$ cat src/design/derp_pkg.sv
// ----------------------------------------------------------------------------
// derp_pkg: shared types and constants of the reply parser
// Parse phases, configuration bundle, result item layout and number limits.
// ----------------------------------------------------------------------------
package derp_pkg;

    typedef enum logic [2:0] {
        PH_HDR0    = 3'd0,
        PH_HDR1    = 3'd1,
        PH_ERRTEXT = 3'd2,
        PH_COUNT   = 3'd3,
        PH_ROWS    = 3'd4
    } t_phase;

    typedef enum logic [2:0] {
        CFG_DELIM  = 3'd0,
        CFG_EOL    = 3'd1,
        CFG_ESC    = 3'd2,
        CFG_OFFSET = 3'd3,
        CFG_NULL   = 3'd4
    } t_cfg_idx;

    typedef enum logic [1:0] {
        KIND_DATA    = 2'd0,
        KIND_FIELD   = 2'd1,
        KIND_SUMMARY = 2'd2
    } t_kind;

    typedef enum logic [1:0] {
        OC_FAILED  = 2'd0,
        OC_SUCCESS = 2'd1,
        OC_COUNT   = 2'd2,
        OC_ROWS    = 2'd3
    } t_outcome;

    typedef struct packed {
        logic [7:0] delim_code;
        logic [7:0] eol_code;
        logic [7:0] esc_code;
        logic [7:0] esc_offset;
        logic [7:0] null_code;
    } t_cfg;

    typedef struct packed {
        logic [1:0]         kind;
        logic [7:0]         data_byte;
        logic               is_error_text;
        logic               field_is_null;
        logic               row_end;
        logic               reply_done;
        logic [1:0]         outcome;
        logic signed [31:0] error_code;
        logic [15:0]        column_count;
        logic [31:0]        affected_count;
    } t_result;

    localparam int unsigned ACC_W = 33;
    // The magnitude saturates at 2^32.
    localparam logic [ACC_W-1:0] NUM_CAP = 33'h1_0000_0000;

    localparam logic [7:0] CH_PLUS  = 8'h2B;
    localparam logic [7:0] CH_MINUS = 8'h2D;
    localparam logic [7:0] CH_ZERO  = 8'h30;
    localparam logic [7:0] CH_NINE  = 8'h39;
    localparam logic [7:0] CH_SPACE = 8'h20;
    localparam logic [7:0] CH_HT    = 8'h09;
    localparam logic [7:0] CH_CR    = 8'h0D;

endpackage

$ cat src/design/delimited_escaped_response_parser_top.sv
// ----------------------------------------------------------------------------
// delimited_escaped_response_parser_top: byte-serial reply line parser
// Parses header tokens, unescapes error text and fields, and reports field
// ends and reply summaries.
//
//   channel   direction  handshake               payload
//   s_axis    in         tvalid / tready         tdata: in_byte, tuser: count_mode
//   m_axis    out        tvalid / tready         tdata: result fields, tuser: kind,
//                                                tlast: reply_done
//   cfg       in         i_cfg_valid / o_cfg_ready  i_cfg_index, i_cfg_data
//
// One item is accepted per cycle while the output is not stalled; each item
// passes through the input register, then the parse step into the result
// register. The parse state loop is a single compare and decimal accumulate
// step, so items run back to back. A stall on the output holds both
// registers; the input side still takes an item while the input register is
// empty. Reset is synchronous and returns the parser to the first header
// token with the default codes.
// ----------------------------------------------------------------------------
module delimited_escaped_response_parser_top (
    input  logic        i_clk,
    input  logic        i_rst_n,
    // Input items
    input  logic        i_s_axis_tvalid,
    output logic        o_s_axis_tready,
    input  logic [7:0]  i_s_axis_tdata,   // [7:0] in_byte
    input  logic        i_s_axis_tuser,   // [0] count_mode
    // Result items
    output logic        o_m_axis_tvalid,
    input  logic        i_m_axis_tready,
    output logic [95:0] o_m_axis_tdata,   // [7:0] data_byte, [8] is_error_text,
                                          // [9] field_is_null, [10] row_end,
                                          // [12:11] outcome, [44:13] error_code,
                                          // [60:45] column_count,
                                          // [92:61] affected_count, [95:93] zero
    output logic [1:0]  o_m_axis_tuser,   // [1:0] kind
    output logic        o_m_axis_tlast,   // reply_done
    // Configuration writes
    input  logic        i_cfg_valid,
    output logic        o_cfg_ready,
    input  logic [2:0]  i_cfg_index,
    input  logic [7:0]  i_cfg_data
);

    derp_pkg::t_cfg    cfg;
    derp_pkg::t_result core_res;
    derp_pkg::t_result r_out;
    logic              core_vld;
    logic              advance;
    logic              r_in_vld;
    logic [7:0]        r_in_byte;
    logic              r_in_cm;
    logic              r_out_vld;

    // The whole pipe moves when the result register is free or being drained.
    assign advance         = !r_out_vld || i_m_axis_tready;
    assign o_s_axis_tready = !r_in_vld || advance;

    derp_cfg u_cfg (
        .i_clk       (i_clk),
        .i_rst_n     (i_rst_n),
        .i_cfg_valid (i_cfg_valid),
        .i_cfg_index (i_cfg_index),
        .i_cfg_data  (i_cfg_data),
        .o_cfg_ready (o_cfg_ready),
        .o_cfg       (cfg)
    );

    derp_core u_core (
        .i_clk        (i_clk),
        .i_rst_n      (i_rst_n),
        .i_en         (r_in_vld && advance),
        .i_byte       (r_in_byte),
        .i_count_mode (r_in_cm),
        .i_cfg        (cfg),
        .o_res_vld    (core_vld),
        .o_res        (core_res)
    );

    always_ff @(posedge i_clk) begin
        if (!i_rst_n) begin
            r_in_vld <= 1'b0;
        end else if (o_s_axis_tready) begin
            r_in_vld <= i_s_axis_tvalid;
        end
    end

    always_ff @(posedge i_clk) begin
        if (o_s_axis_tready && i_s_axis_tvalid) begin
            r_in_byte <= i_s_axis_tdata;
            r_in_cm   <= i_s_axis_tuser;
        end
    end

    always_ff @(posedge i_clk) begin
        if (!i_rst_n) begin
            r_out_vld <= 1'b0;
        end else if (advance) begin
            r_out_vld <= core_vld;
        end
    end

    always_ff @(posedge i_clk) begin
        if (advance && core_vld) begin
            r_out <= core_res;
        end
    end

    assign o_m_axis_tvalid = r_out_vld;
    assign o_m_axis_tuser  = r_out.kind;
    assign o_m_axis_tlast  = r_out.reply_done;
    assign o_m_axis_tdata  = {3'b000,
                              r_out.affected_count,
                              r_out.column_count,
                              r_out.error_code,
                              r_out.outcome,
                              r_out.row_end,
                              r_out.field_is_null,
                              r_out.is_error_text,
                              r_out.data_byte};

endmodule

$ cat src/design/derp_cfg.sv
// ----------------------------------------------------------------------------
// derp_cfg: configuration registers
// Holds the delimiter, end-of-line, escape and null marker codes and the escape offset.
// ----------------------------------------------------------------------------
module derp_cfg (
    input  logic            i_clk,
    input  logic            i_rst_n,
    input  logic            i_cfg_valid,
    input  logic [2:0]      i_cfg_index,
    input  logic [7:0]      i_cfg_data,
    output logic            o_cfg_ready,
    output derp_pkg::t_cfg  o_cfg
);

    derp_pkg::t_cfg r_cfg;

    assign o_cfg_ready = 1'b1;
    assign o_cfg       = r_cfg;

    always_ff @(posedge i_clk) begin
        if (!i_rst_n) begin
            r_cfg.delim_code <= 8'd9;
            r_cfg.eol_code   <= 8'd10;
            r_cfg.esc_code   <= 8'd1;
            r_cfg.esc_offset <= 8'd64;
            r_cfg.null_code  <= 8'd0;
        end else if (i_cfg_valid) begin
            case (i_cfg_index)
                derp_pkg::CFG_DELIM:  r_cfg.delim_code <= i_cfg_data;
                derp_pkg::CFG_EOL:    r_cfg.eol_code   <= i_cfg_data;
                derp_pkg::CFG_ESC:    r_cfg.esc_code   <= i_cfg_data;
                derp_pkg::CFG_OFFSET: r_cfg.esc_offset <= i_cfg_data;
                derp_pkg::CFG_NULL:   r_cfg.null_code  <= i_cfg_data;
                default: ;
            endcase
        end
    end

endmodule

$ cat src/design/derp_core.sv
// ----------------------------------------------------------------------------
// derp_core: reply parse state and one-byte step logic
// Updates the parse state for one byte and forms the result item, if any.
// ----------------------------------------------------------------------------
module derp_core (
    input  logic              i_clk,
    input  logic              i_rst_n,
    input  logic              i_en,
    input  logic [7:0]        i_byte,
    input  logic              i_count_mode,
    input  derp_pkg::t_cfg    i_cfg,
    output logic              o_res_vld,
    output derp_pkg::t_result o_res
);

    localparam int unsigned AW = derp_pkg::ACC_W;

    derp_pkg::t_phase r_phase, n_phase;
    logic [AW-1:0]    r_acc, n_acc;
    logic             r_neg, n_neg;
    logic             r_stop, n_stop;
    logic             r_begun, n_begun;
    logic [31:0]      r_err, n_err;
    logic [15:0]      r_col, n_col;
    logic [15:0]      r_fir, n_fir;
    logic             r_esc_pend, n_esc_pend;
    logic             r_null_seen, n_null_seen;
    logic             r_nonempty, n_nonempty;
    logic             r_cm, n_cm;
    logic             r_start, n_start;

    logic        eol, delim, is_esc, is_null;
    logic [7:0]  esc_byte, fb;
    logic        cm_eff;

    // Number step
    logic        ws, sign, digit;
    logic [AW+3:0] v;
    logic [AW-1:0] nf_acc;
    logic        nf_neg, nf_stop, nf_begun;

    // Conversions of the current accumulator
    logic [31:0] s32, u32;
    logic [15:0] c16;

    // Step control
    logic        ch_do, ch_eol, feed, num_clr, do_reset;
    logic [31:0] ch_err;
    logic [15:0] ch_col;
    logic [15:0] fir_inc;
    logic        rowend;

    assign eol      = (i_byte == i_cfg.eol_code);
    assign delim    = (i_byte == i_cfg.delim_code);
    assign is_esc   = (i_byte == i_cfg.esc_code);
    assign is_null  = (i_byte == i_cfg.null_code);
    assign esc_byte = i_byte - i_cfg.esc_offset;
    assign fb       = (r_phase == derp_pkg::PH_COUNT && r_esc_pend) ? esc_byte : i_byte;
    assign cm_eff   = r_start ? i_count_mode : r_cm;
    assign fir_inc  = r_fir + 16'd1;
    assign rowend   = (fir_inc == r_col);

    assign ws    = (fb == derp_pkg::CH_SPACE) || (fb >= derp_pkg::CH_HT && fb <= derp_pkg::CH_CR);
    assign sign  = (fb == derp_pkg::CH_PLUS) || (fb == derp_pkg::CH_MINUS);
    assign digit = (fb >= derp_pkg::CH_ZERO) && (fb <= derp_pkg::CH_NINE);
    // acc * 10 + digit as two shifted adds
    assign v = {1'b0, r_acc, 3'b000} + {3'b000, r_acc, 1'b0} + {{(AW){1'b0}}, fb[3:0]};

    always_comb begin
        nf_acc   = r_acc;
        nf_neg   = r_neg;
        nf_stop  = r_stop;
        nf_begun = r_begun;
        if (!r_stop) begin
            if (!r_begun && ws) begin
                nf_begun = 1'b0;
            end else if (!r_begun && sign) begin
                nf_begun = 1'b1;
                nf_neg   = (fb == derp_pkg::CH_MINUS);
            end else begin
                nf_begun = 1'b1;
                if (digit) begin
                    nf_acc = (v > {4'b0000, derp_pkg::NUM_CAP}) ? derp_pkg::NUM_CAP
                                                                  : v[AW-1:0];
                end else begin
                    nf_stop = 1'b1;
                end
            end
        end
    end

    always_comb begin
        if (r_neg) begin
            s32 = (r_acc >= 33'h0_8000_0000) ? 32'h8000_0000 : (32'd0 - r_acc[31:0]);
            c16 = 16'd0;
            u32 = 32'd0;
        end else begin
            s32 = (r_acc > 33'h0_7FFF_FFFF) ? 32'h7FFF_FFFF : r_acc[31:0];
            c16 = (r_acc > 33'h0_0000_FFFF) ? 16'hFFFF : r_acc[15:0];
            u32 = r_acc[32] ? 32'hFFFF_FFFF : r_acc[31:0];
        end
    end

    always_comb begin
        n_phase     = r_phase;
        n_acc       = r_acc;
        n_neg       = r_neg;
        n_stop      = r_stop;
        n_begun     = r_begun;
        n_err       = r_err;
        n_col       = r_col;
        n_fir       = r_fir;
        n_esc_pend  = r_esc_pend;
        n_null_seen = r_null_seen;
        n_nonempty  = r_nonempty;
        n_cm        = r_cm;
        n_start     = r_start;
        o_res_vld   = 1'b0;
        o_res       = '0;
        ch_do       = 1'b0;
        ch_eol      = 1'b0;
        ch_err      = r_err;
        ch_col      = r_col;
        feed        = 1'b0;
        num_clr     = 1'b0;
        do_reset    = 1'b0;

        if (i_en) begin
            n_cm    = cm_eff;
            n_start = 1'b0;

            case (r_phase)
                derp_pkg::PH_HDR0: begin
                    if (eol || delim) begin
                        n_err   = s32;
                        num_clr = 1'b1;
                        if (eol) begin
                            n_col  = 16'd0;
                            ch_do  = 1'b1;
                            ch_eol = 1'b1;
                            ch_err = s32;
                            ch_col = 16'd0;
                        end else begin
                            n_phase = derp_pkg::PH_HDR1;
                        end
                    end else begin
                        feed = 1'b1;
                    end
                end
                derp_pkg::PH_HDR1: begin
                    if (eol || delim) begin
                        n_col  = c16;
                        ch_do  = 1'b1;
                        ch_eol = eol;
                        ch_col = c16;
                    end else begin
                        feed = 1'b1;
                    end
                end
                derp_pkg::PH_ERRTEXT: begin
                    if (eol) begin
                        o_res_vld          = 1'b1;
                        o_res.kind         = derp_pkg::KIND_SUMMARY;
                        o_res.reply_done   = 1'b1;
                        o_res.outcome      = derp_pkg::OC_FAILED;
                        o_res.error_code   = r_err;
                        o_res.column_count = r_col;
                        do_reset           = 1'b1;
                    end else if (is_esc) begin
                        n_esc_pend = 1'b1;
                    end else begin
                        n_esc_pend          = 1'b0;
                        o_res_vld           = 1'b1;
                        o_res.kind          = derp_pkg::KIND_DATA;
                        o_res.data_byte     = r_esc_pend ? esc_byte : i_byte;
                        o_res.is_error_text = 1'b1;
                    end
                end
                derp_pkg::PH_COUNT: begin
                    if (eol) begin
                        o_res_vld            = 1'b1;
                        o_res.kind           = derp_pkg::KIND_SUMMARY;
                        o_res.reply_done     = 1'b1;
                        o_res.outcome        = derp_pkg::OC_COUNT;
                        o_res.column_count   = r_col;
                        o_res.affected_count = u32;
                        do_reset             = 1'b1;
                    end else if (is_esc) begin
                        n_esc_pend = 1'b1;
                    end else begin
                        n_esc_pend = 1'b0;
                        feed       = 1'b1;
                    end
                end
                derp_pkg::PH_ROWS: begin
                    if (eol || delim) begin
                        o_res_vld           = 1'b1;
                        o_res.kind          = derp_pkg::KIND_FIELD;
                        o_res.field_is_null = !r_nonempty && r_null_seen;
                        o_res.row_end       = rowend;
                        n_fir               = rowend ? 16'd0 : fir_inc;
                        n_null_seen         = 1'b0;
                        n_nonempty          = 1'b0;
                        if (eol) begin
                            o_res.reply_done   = 1'b1;
                            o_res.outcome      = derp_pkg::OC_ROWS;
                            o_res.column_count = r_col;
                            do_reset           = 1'b1;
                        end
                    end else if (is_esc) begin
                        n_esc_pend = 1'b1;
                    end else if (r_esc_pend) begin
                        n_esc_pend      = 1'b0;
                        n_nonempty      = 1'b1;
                        o_res_vld       = 1'b1;
                        o_res.kind      = derp_pkg::KIND_DATA;
                        o_res.data_byte = esc_byte;
                    end else if (is_null) begin
                        n_null_seen = 1'b1;
                    end else begin
                        n_nonempty      = 1'b1;
                        o_res_vld       = 1'b1;
                        o_res.kind      = derp_pkg::KIND_DATA;
                        o_res.data_byte = i_byte;
                    end
                end
                default: begin
                    do_reset = 1'b1;
                end
            endcase

            if (feed) begin
                n_acc   = nf_acc;
                n_neg   = nf_neg;
                n_stop  = nf_stop;
                n_begun = nf_begun;
            end

            // Header close: an error header switches to error text, a clean
            // header picks the body mode, and end of line gives a summary.
            if (ch_do) begin
                num_clr = 1'b1;
                if (ch_eol) begin
                    o_res_vld          = 1'b1;
                    o_res.kind         = derp_pkg::KIND_SUMMARY;
                    o_res.reply_done   = 1'b1;
                    o_res.error_code   = ch_err;
                    o_res.column_count = ch_col;
                    do_reset           = 1'b1;
                    if (ch_err != 32'd0) begin
                        o_res.outcome = derp_pkg::OC_FAILED;
                    end else if (ch_col == 16'd1) begin
                        o_res.outcome = derp_pkg::OC_SUCCESS;
                    end else if (cm_eff) begin
                        o_res.outcome = derp_pkg::OC_COUNT;
                    end else begin
                        o_res.outcome = derp_pkg::OC_ROWS;
                    end
                end else if (ch_err != 32'd0) begin
                    n_phase = derp_pkg::PH_ERRTEXT;
                end else begin
                    n_phase = cm_eff ? derp_pkg::PH_COUNT : derp_pkg::PH_ROWS;
                end
            end

            if (num_clr) begin
                n_acc   = '0;
                n_neg   = 1'b0;
                n_stop  = 1'b0;
                n_begun = 1'b0;
            end

            if (do_reset) begin
                n_phase     = derp_pkg::PH_HDR0;
                n_acc       = '0;
                n_neg       = 1'b0;
                n_stop      = 1'b0;
                n_begun     = 1'b0;
                n_err       = 32'd0;
                n_col       = 16'd0;
                n_fir       = 16'd0;
                n_esc_pend  = 1'b0;
                n_null_seen = 1'b0;
                n_nonempty  = 1'b0;
                n_start     = 1'b1;
            end
        end
    end

    always_ff @(posedge i_clk) begin
        if (!i_rst_n) begin
            r_phase     <= derp_pkg::PH_HDR0;
            r_acc       <= '0;
            r_neg       <= 1'b0;
            r_stop      <= 1'b0;
            r_begun     <= 1'b0;
            r_err       <= 32'd0;
            r_col       <= 16'd0;
            r_fir       <= 16'd0;
            r_esc_pend  <= 1'b0;
            r_null_seen <= 1'b0;
            r_nonempty  <= 1'b0;
            r_cm        <= 1'b0;
            r_start     <= 1'b1;
        end else begin
            r_phase     <= n_phase;
            r_acc       <= n_acc;
            r_neg       <= n_neg;
            r_stop      <= n_stop;
            r_begun     <= n_begun;
            r_err       <= n_err;
            r_col       <= n_col;
            r_fir       <= n_fir;
            r_esc_pend  <= n_esc_pend;
            r_null_seen <= n_null_seen;
            r_nonempty  <= n_nonempty;
            r_cm        <= n_cm;
            r_start     <= n_start;
        end
    end

endmodule
$ cat config.mk
export PLATFORM = sky130hd
export DESIGN_NAME = delimited_escaped_response_parser_top
export DESIGN_NICKNAME = d
export VERILOG_FILES = /design/src/design/derp_pkg.sv /design/src/design/delimited_escaped_response_parser_top.sv /design/src/design/derp_cfg.sv /design/src/design/derp_core.sv
export SDC_FILE = /design/constraint.sdc
export NUM_CORES = 1
export LEC_CHECK = 0
export BUFFER_PORTS_ARGS = -buffer_cell sky130_fd_sc_hd__buf_2
export CELL_PAD_IN_SITES_DETAIL_PLACEMENT = 1
export CELL_PAD_IN_SITES_GLOBAL_PLACEMENT = 2
export CORE_MARGIN = 3
export CORE_UTILIZATION = 38
export DETAILED_ROUTE_END_ITERATION = 10
export GPL_ROUTABILITY_DRIVEN = 0
export PLACE_DENSITY = 0.89
export SLEW_MARGIN = 15
export SYNTH_ARGS = -nofsm -noshare
export SYNTH_HDL_FRONTEND = slang
export SYNTH_SLANG_ARGS = --single-unit
$ cat constraint.sdc
create_clock -name i_clk -period 5.6 [get_ports i_clk]
set_input_delay 1.4 -clock i_clk [delete_from_list [all_inputs] [get_ports i_clk]]
set_output_delay 1.4 -clock i_clk [all_outputs]
set_load 0.02 [all_outputs]
# Yosys cells after proc, flatten, opt, wreduce, memory -nomap -nowiden
# Index checks and enable logic that the tools add are counted.
[word_totals]
regBits = 255
in_bits = 25
[classes]
n_reduce_logical = 48
addsub = 5
n_bitwise = 4
n_eq_ne = 25
mux = 136
order_cmp = 8
[ops]
columns = ["cell", "n"]
rows = [
  ["$mux 32", 13],
  ["$mux 33", 8],
  ["$mux 16", 13],
  ["$mux 51", 3],
  ["$mux 1", 61],
  ["$mux 48", 1],
  ["$pmux 16 s3", 1],
  ["$add 36x34->37", 1],
  ["$add 37x4->37", 1],
  ["$gt 37x33->1 const B", 1],
  ["$ge 33x32->1 const B", 1],
  ["$gt 33x16->1 const B", 1],
  ["$gt 33x31->1 const B", 1],
  ["$mux 3", 11],
  ["$eq 8x8->1", 4],
  ["$mux 8", 4],
  ["$pmux 16 s2", 1],
  ["$reduce_bool 32->1", 1],
  ["$sub 1x32->32 const A", 1],
  ["$eq 8x6->1 const B", 3],
  ["$ne 3x3->1 const B", 7],
  ["$mux 10", 2],
  ["$mux 9", 2],
  ["$add 16x1->16 const B", 1],
  ["32 further kinds", 83],
]

# Logic depth before layout (Yosys ltp)
# Gate-level depths: netlist of run 1.
[depth]
depth_word = 13
mapped_depth = 21
mapped_depth_nobuf = 19

# Hierarchy
# A second synthesis of run 1 with hierarchy kept.
[hier_totals]
cells_unflattened = 1775
area_unflattened_um2 = 15583.7
[modules_own_cells]
columns = ["mod", "cells_each", "area_per_inst_um2", "seq_area_each_um2", "instances"]
rows = [
  ["derp_core", 1506, 10764.1, 2162.1, 1],
  ["delimited_escaped_response_parser_top", 119, 3279.4, 3193.1, 1],
  ["derp_cfg", 150, 1540.2, 800.8, 1],
]

# Least setup slack after synthesis of run 1
# Ideal clock, no wire load.
[synth_path]
kind = "input to register"
startpoint = "input port i_m_axis_tready"
endpoint = "register r_out (netlist bit o_m_axis_tdata[0]), enable pin"
path_buffers = 1
stages = 6
required_ns = 5.127
setup_ns = 0.473
t_arrival_ns = 4.637
path_slack_ns = 0.490
cell_sequence = "nand2b_1 -> and2_1 -> clkbuf_1 -> o31ai_1 -> nor3b_1 -> o31a_1"
[synth_between]
elab_chain_cells = 4
[synth_rtl]
columns = ["element", "line", "text"]
rows = [
  ["start: declaration", "delimited_escaped_response_parser_top.sv:30", "input logic i_m_axis_tready,"],
  ["$logic_or 1x1->1 (*)", "delimited_escaped_response_parser_top.sv:56", "assign advance = !r_out_vld || i_m_axis_tready;"],
  ["$logic_and 1x1->1", "delimited_escaped_response_parser_top.sv:72", ".i_en (r_in_vld && advance),"],
  ["$mux 1", "derp_core.sv:128", "if (i_en) begin"],
  ["$logic_and 1x1->1 (*)", "delimited_escaped_response_parser_top.sv:104", "if (advance && core_vld) begin"],
  ["end signal: assignment", "delimited_escaped_response_parser_top.sv:105", "r_out <= core_res;"],
  ["end: declaration", "delimited_escaped_response_parser_top.sv:47", "derp_pkg::t_result r_out;"],
]
# Mark *: on every way between the ends. The rest lies on a longest branch, timed or not.
# A chain may end at the register's enable or synchronous reset.

# Worst setup path in the final report of run 1
[layout_path]
startpoint = "register r_in_byte[1]"
endpoint = "register u_core.r_acc[1]"
[layout_between]
elab_chain_cells = 12
word_cells_on_any_way = 55
classes_between = "2 x add/sub; 5 x order compare; 9 x eq/ne; 29 x mux; 10 x reduce/logical"
[layout_rtl]
columns = ["element", "line", "text"]
rows = [
  ["start: declaration", "delimited_escaped_response_parser_top.sv:51", "logic [7:0] r_in_byte;"],
  ["start signal: assignment", "delimited_escaped_response_parser_top.sv:90", "r_in_byte <= i_s_axis_tdata;"],
  ["$sub 8x8->8", "derp_core.sv:57", "assign esc_byte = i_byte - i_cfg.esc_offset;"],
  ["$mux 8", "derp_core.sv:58", "assign fb = (r_phase == derp_pkg::PH_COUNT && r_esc_pend) ? esc_byte : i_byte;"],
  ["$add 37x4->37", "derp_core.sv:67", "assign v = {1'b0, r_acc, 3'b000} + {3'b000, r_acc, 1'b0} + {{(AW){1'b0}}, fb[3:0]};"],
  ["$gt 37x33->1", "derp_core.sv:83", "nf_acc = (v > {4'b0000, derp_pkg::NUM_CAP}) ? derp_pkg::NUM_CAP"],
  ["$mux 33", "derp_core.sv:83", ""],
  ["$mux 33", "derp_core.sv:82", "if (digit) begin"],
  ["$mux 33", "derp_core.sv:77", "end else if (!r_begun && sign) begin"],
  ["$mux 33", "derp_core.sv:75", "if (!r_begun && ws) begin"],
  ["$mux 33", "derp_core.sv:74", "if (!r_stop) begin"],
  ["$mux 33", "derp_core.sv:232", "if (feed) begin"],
  ["$mux 33", "derp_core.sv:266", "if (num_clr) begin"],
  ["$mux 33", "derp_core.sv:273", "if (do_reset) begin"],
  ["end signal: assignment", "derp_core.sv:307", "r_acc <= n_acc;"],
  ["end: declaration", "derp_core.sv:19", "logic [AW-1:0] r_acc, n_acc;"],
]
# Several ways; a longest one is shown, not always the timed one. The select of a mux whose other input is x is not followed.

==> results.yml, run 1 <==
die:
  io_pins: 127
  core_mm2: 0.04028
  start_util_pct: 39.05
  die_width_um: 209.5
  die_area_mm2: 0.04387
  die_h_um: 209.5
  num_rows: 73
finish:
  final_common_cell: "nand2_1"
  layout.nets: 1999
  design_area_mm2: 0.01783
  final_cells: 2444
  final_cell_mix: "nand2_1 (233), nor2_1 (156), dfxtp_1 (150), buf_2 (122), o21ai_0 (107)"
  final_util_pct: 44.26
  n_antenna_cell: 0
  area_delta_synth_final_pct: 13.33
  drive_above_1_share_pct: 12.87
global_routing:
  met2_usage_pct: 38.35
  grt_pass1_wl_mm: 84.04
  grt-ovfl-total: 0
  use_met3_pct: 3.154
  grt_most_used_layer: "met2"
  grt_usage_pct: 23.49
  antenna_found_initial: 0
  grt_max_degree: 71
  grt_pass1_vias: 14810
  grt.met1_usage_pct: 31.95
sta:
  finalMaxSlewViolations: 0
  finalCritPeriodShare_pct: 89.58
  worst_slack_ns: 0.5834
  final-hold-violation-count: 0
  fin_setup_tns_ns: 0
  fmax_ghz: 0.1993
  rsz0062_at_grt: "no"
  slew_headroom_pct: 25.07
  skew_ns: 0.01819
  period_minus_slack_ns: 5.017
  setup_viol: 0
  worst_slew_pin_slew_ns: 1.120
  hold_ws_ns: 0.4692
flow_run:
  max_cap_violations: 0
place:
  dp.cells: 2388
  place_area_mm2: 0.01681
  place_ws_ns: 0.4997
  port_buffers: 122
  place_hpwl_mm: 39.13
setup_path:
  reg2reg_from: "r_in_byte[1]"
  startpoint_type: "register"
  reg2reg_slack_ns: 0.58
  cp-endpoint: "u_core.r_acc[1]"
  cp.arrival_ns: 5.49
  r2r-end: "u_core.r_acc[1]"
  path_class: "reg2reg"
  cp_max_fo: 16
  r2r_cells: 19
  crit_path_start: "r_in_byte[1]"
  cp-end-kind: "register"
  worstPathRequired_ns: 6.08
clock_network:
  htree_levels: 1
  root_buffer: "clkbuf_16"
  postCtsSetupBuffers: 0
  clk_latency_ns: 0.57
  path_clk_slew_ns: 0.06
  postCtsHoldBufs: 0
  cts.path.max_buffers: 3
  cts_tree: "done"
  clock_sinks: 255
  numCtsBuffers: 30
drt:
  wl_per_cell_um: 21.74
  initialDrtViolationCount: 925
  ant_nets: 0
  route.detailed.drc: 0
  firstDrtPassIters: 5
  vias: 14520
  avgViaCountPerCell: 5.941
  wl_mm: 53.13
synth:
  synth_seq_cells: 255
  synth_mux_area_share_pct: 0.4534
  synth_top_family_by_area: "simple AND/OR/NAND/NOR gates"
  synth_async_sr_flop_share_pct: 0
  synth_compound_area_share_pct: 21.95
  netlist_instances: 1829
  syn-cell-area_mm2: 0.01573
  ys_seq_area_share_pct: 39.14
  synth-xor-area-share_pct: 5.139
  synth_fa_ha_area_share_pct: 6.427
  synth_cell_types: 84
  ys.flop_type: "dfxtp_1"
  synth.avg_cell_area_um2: 8.600
  yosys.area_share.simple_pct: 22.53
  ys_warn_count: 0
  synth_edf_count: 105
status:
  outcome: "finished clean"
power:
  totalPowerFinal_mw: 4.144
  switching_power_uw: 949.5
  ir_drop_mv: 0.2289
  power_density_mw_per_mm2: 232.5
  power_frac_seq_pct: 47.3
  sw_frac_of_total_pct: 22.91
  power_frac_comb_pct: 4.8
  intPower_mw: 3.194
  leakage_nw: 6.622
  clkPwrFrac_pct: 47.9
hold_path:
  hold_path.class: "reg2reg"
==> sequential cells by signal (all words and copies together) (netlist names), 2 cells and up <==
| register | count |
|---|---|
| o_m_axis_tdata | 93 |
| u_core.r_phase | 3 |
| u_core.r_err | 32 |
| u_core.r_acc | 33 |
| r_in_byte | 8 |
| u_core.r_col | 16 |
| u_cfg.o_cfg | 40 |
| o_m_axis_tuser | 2 |
| u_core.r_fir | 16 |
==> how the worst min path moves through the flow <==
| stage | start | to | depth (start not counted) |
|---|---|---|---|
| CTS | u_cfg.o_cfg[12] | u_cfg.o_cfg[12] | 2 |
| global route | u_cfg.o_cfg[20] | u_cfg.o_cfg[20] | 2 |
| global placement | u_core.r_stop | u_core.r_stop | 2 |
| floorplan | u_core.r_stop | u_core.r_stop | 2 |
| finish | u_core.r_stop | u_core.r_stop | 2 |
| detailed placement | u_core.r_nonempty | u_core.r_nonempty | 2 |
==> power groups by stage <==
stage	Sequential [mW]	Clock (mW)	Combinational (mW)
floorplan	1.99	0	0.140
global placement	2.00	0	0.188
detailed placement	2.00	0	0.194
CTS	1.96	2.03	0.196
global route	1.96	2.12	0.217
finish	1.96	1.99	0.197
==> cells by family after synthesis <==
group                    after synthesis
XOR/XNOR                              89
buffers and inverters                172
adder cells (fa/ha/maj)               79
AND/OR/NAND/NOR                      713
multiplexers                           7
AO/OA/AOI/OAI                        512
flip-flops                           255
other                                  2
==> synthesized netlist by cell type (all sizes together) (13+ instances only) <==
cell | instances | area, um2
a211oi | 19 | 142.6
a21boi | 41 | 307.8
a21o | 19 | 142.6
a21oi | 104 | 520.5
a22o | 16 | 140.1
a22oi | 53 | 397.9
a31oi | 16 | 100.1
and2 | 23 | 143.9
and3 | 20 | 125.1
buf | 16 | 93.84
clkbuf | 113 | 424.2
dfxtp | 150 | 3003
edfxtp | 105 | 3153
ha | 76 | 950.9
inv | 42 | 157.7
nand2 | 233 | 874.6
nand3 | 38 | 190.2
nand4 | 25 | 156.4
nor2 | 156 | 585.6
nor2b | 54 | 337.8
nor3 | 53 | 290.3
nor4 | 31 | 219.0
o21a | 13 | 97.59
o21ai | 108 | 540.5
o2bb2ai | 18 | 157.7
o31ai | 13 | 97.59
or4 | 15 | 120.1
xnor2 | 45 | 394.1
xor2 | 42 | 367.9
==> final cells by class <==
cell class	count	area [um2]
multi-input combinational	1404	8936
timing repair buffer	161	915.9
clock inverter	9	103.9
clock buffer	47	895.9
sequential	255	6156
tap	525	656.9
fill	4726	22450
inverter	43	161.4
==> timing repair <==
item | CTS | global route
resized for setup | 0 | 2
hold endpoints to repair | 0 | 0
setup endpoints to repair | 0 | 5
==> critical path, stage by stage, from the launching register on <==
cell      delay (ns)
edfxtp_1        0.54
ha_1            0.33
nor2b_1         0.15
o21ai_0         0.21
nor3b_1         0.29
o31ai_1         0.11
buf_4           0.17
fa_1            0.51
inv_1           0.07
fa_1            0.45
nand2b_1        0.18
a21oi_1         0.22
o21ai_0         0.18
and3_1          0.20
o31ai_1         0.29
xor2_1          0.13
nor4b_2         0.26
nand4_1         0.16
buf_4           0.25
o21ai_0         0.19
==> per-layer routing <==
metal | part of all wire, % | wire [um]
met1 | 45 | 23900
met3 | 4.9 | 2587
met5 | 0 | 0
met4 | 3.5 | 1878
met2 | 47 | 24760
Note: power is estimated with default switching activity, not from simulation.
==> run 2: changes to the inputs <==
- REMOVE_ABC_BUFFERS: default -> 1
==> results.yml, run 2 (same netlist as run 1, synthesis figures left out) <==
setup_path:
  reg2reg_from: "r_in_byte[1]"
  path_class: "reg2reg"
  slowest_delay_ns: 0.52
  worst-path-buf-inv: 4
  crit_path_start: "r_in_byte[1]"
  path_cells: "buf_4, ha_1, nor2b_1, o21ai_0, nor3b_1, o31ai_1, buf_4, fa_1, inv_1, fa_1, nand2b_1, a21oi_1, o21ai_0, and3_1, o31ai_1, xor2_1, nor4b_1, nand4_1, buf_4, o21ai_0"
  cp.arrival_ns: 5.55
  crit_slowest_cell: "fa_1"
  cp-end-kind: "register"
  crit_family: "simple AND/OR/NAND/NOR gates"
  startpoint_type: "register"
  worstPathRequired_ns: 6.09
  cp_max_fo: 32
die:
  die_h_um: 209.5
  core_mm2: 0.04028
  die_area_mm2: 0.04387
  io_pins: 127
  num_rows: 73
  start_util_pct: 39.05
  die_width_um: 209.5
global_routing:
  grt_usage_pct: 23.51
  grt_max_degree: 62
  grt_pass1_vias: 14930
  grt_pass1_wl_mm: 84.77
  grt-ovfl-total: 0
  antenna_found_initial: 0
sta:
  setup_viol: 0
  fmax_ghz: 0.1975
  skew_ns: 0.009851
  finalMaxSlewViolations: 0
  worst_slew_pin_slew_ns: 1.239
  finalCritPeriodShare_pct: 90.43
  slew_headroom_pct: 15.25
  fin_setup_tns_ns: 0
  worst_slack_ns: 0.5359
  period_minus_slack_ns: 5.064
  final-hold-violation-count: 0
  rsz0062_at_grt: "no"
clock_network:
  clk_latency_ns: 0.58
  path_clk_slew_ns: 0.06
  cts.path.max_buffers: 3
  clock_sinks: 255
  numCtsBuffers: 30
  cts_tree: "done"
  root_buffer: "clkbuf_16"
  htree_levels: 1
  postCtsHoldBufs: 0
drt:
  route.detailed.drc: 0
  top_layer: "met4"
  wl_met1_mm: 24.05
  wl_mm: 52.93
  wl_met3_mm: 2.614
  wl_per_cell_um: 21.66
  initialDrtViolationCount: 916
  ant_nets: 0
  vias: 14500
  firstDrtPassIters: 8
  avgViaCountPerCell: 5.931
  wl_met2_mm: 25.21
finish:
  drive_above_1_share_pct: 13.08
  final_cell_mix: "nand2_1 (233), nor2_1 (156), dfxtp_1 (150), buf_2 (122), o21ai_0 (107)"
  layout.nets: 1999
  area_delta_synth_final_pct: 13.60
  n_antenna_cell: 0
  largest_reg_flops: 93
  final_common_cell: "nand2_1"
flow_run:
  max_cap_violations: 0
status:
  outcome: "finished clean"
power:
  ir_drop_mv: 0.2575
  power_density_mw_per_mm2: 236.7
  leakage_nw: 6.632
hold_path:
  hold_path.class: "reg2reg"
  min-delay-start: "u_core.r_stop"
place:
  place_ws_ns: 0.4261
  port_buffers: 122
  place_hpwl_mm: 38.33
-- run 2: area by class of cell --
cell class / instances / area (um2)
flip-flops and latches: 255 / 6156
inverters: 43 / 161.4
well taps: 525 / 656.9
clock inverters: 18 / 222.7
multi-input cells: 1404 / 8935
repair buffers: 161 / 915.9
fillers: 4750 / 22410
clock buffers: 38 / 820.8
-- run 2: worst paths after layout --
kind,endpoint,slack (ns),depth (start not counted)
worst max register to register,u_core.r_acc[19],0.54,20
worst max-delay path,u_core.r_acc[19],0.54,20
worst min-delay path,u_core.r_stop,0.46,2
worst min register to register,u_core.r_stop,0.46,2
-- run 2: timing repair --
action                     4_1_cts  5_1_grt
buffers inserted                 0        0
setup endpoints to repair        0        2
gates resized for setup          0        1
-- run 2: where the power goes --
| part | internal (mW) | switching, mW | total [mW] |
|---|---|---|---|
| combinational | 0.0725 | 0.128 | 0.200 |
| clock | 1.23 | 0.845 | 2.07 |
| sequential | 1.94 | 0.0211 | 1.96 |
| total | 3.24 | 0.994 | 4.23 |
-- run 2: tightest hold or removal path, cell delays in order (launching register included) --
cell and delay, ns:
dfxtp_1 0.31, inv_1 0.05, a21oi_1 0.05
-- run 2: metrics by stage --
step                cells  cell area [um2]  utilization, %  power (mW)  hold WS (ns)
CTS                  2444            17860           44.35       4.279        0.4612
finish               2444            17870           44.36       4.229        0.4612
detailed placement   2388            16820           41.75       2.195        0.4530
global placement     2388            16820           41.75       2.189        0.4367
floorplan            1702            15220               -       2.111        0.4259
global route         2444            17870           44.36       4.379        0.4870
-- run 2: metal layers --
metal	global-route usage (%)	up-vias
met5	0	-
met4	5.404	0
met3	3.049	73
met2	39.62	377
met1	32.26	7214
li1	-	6831
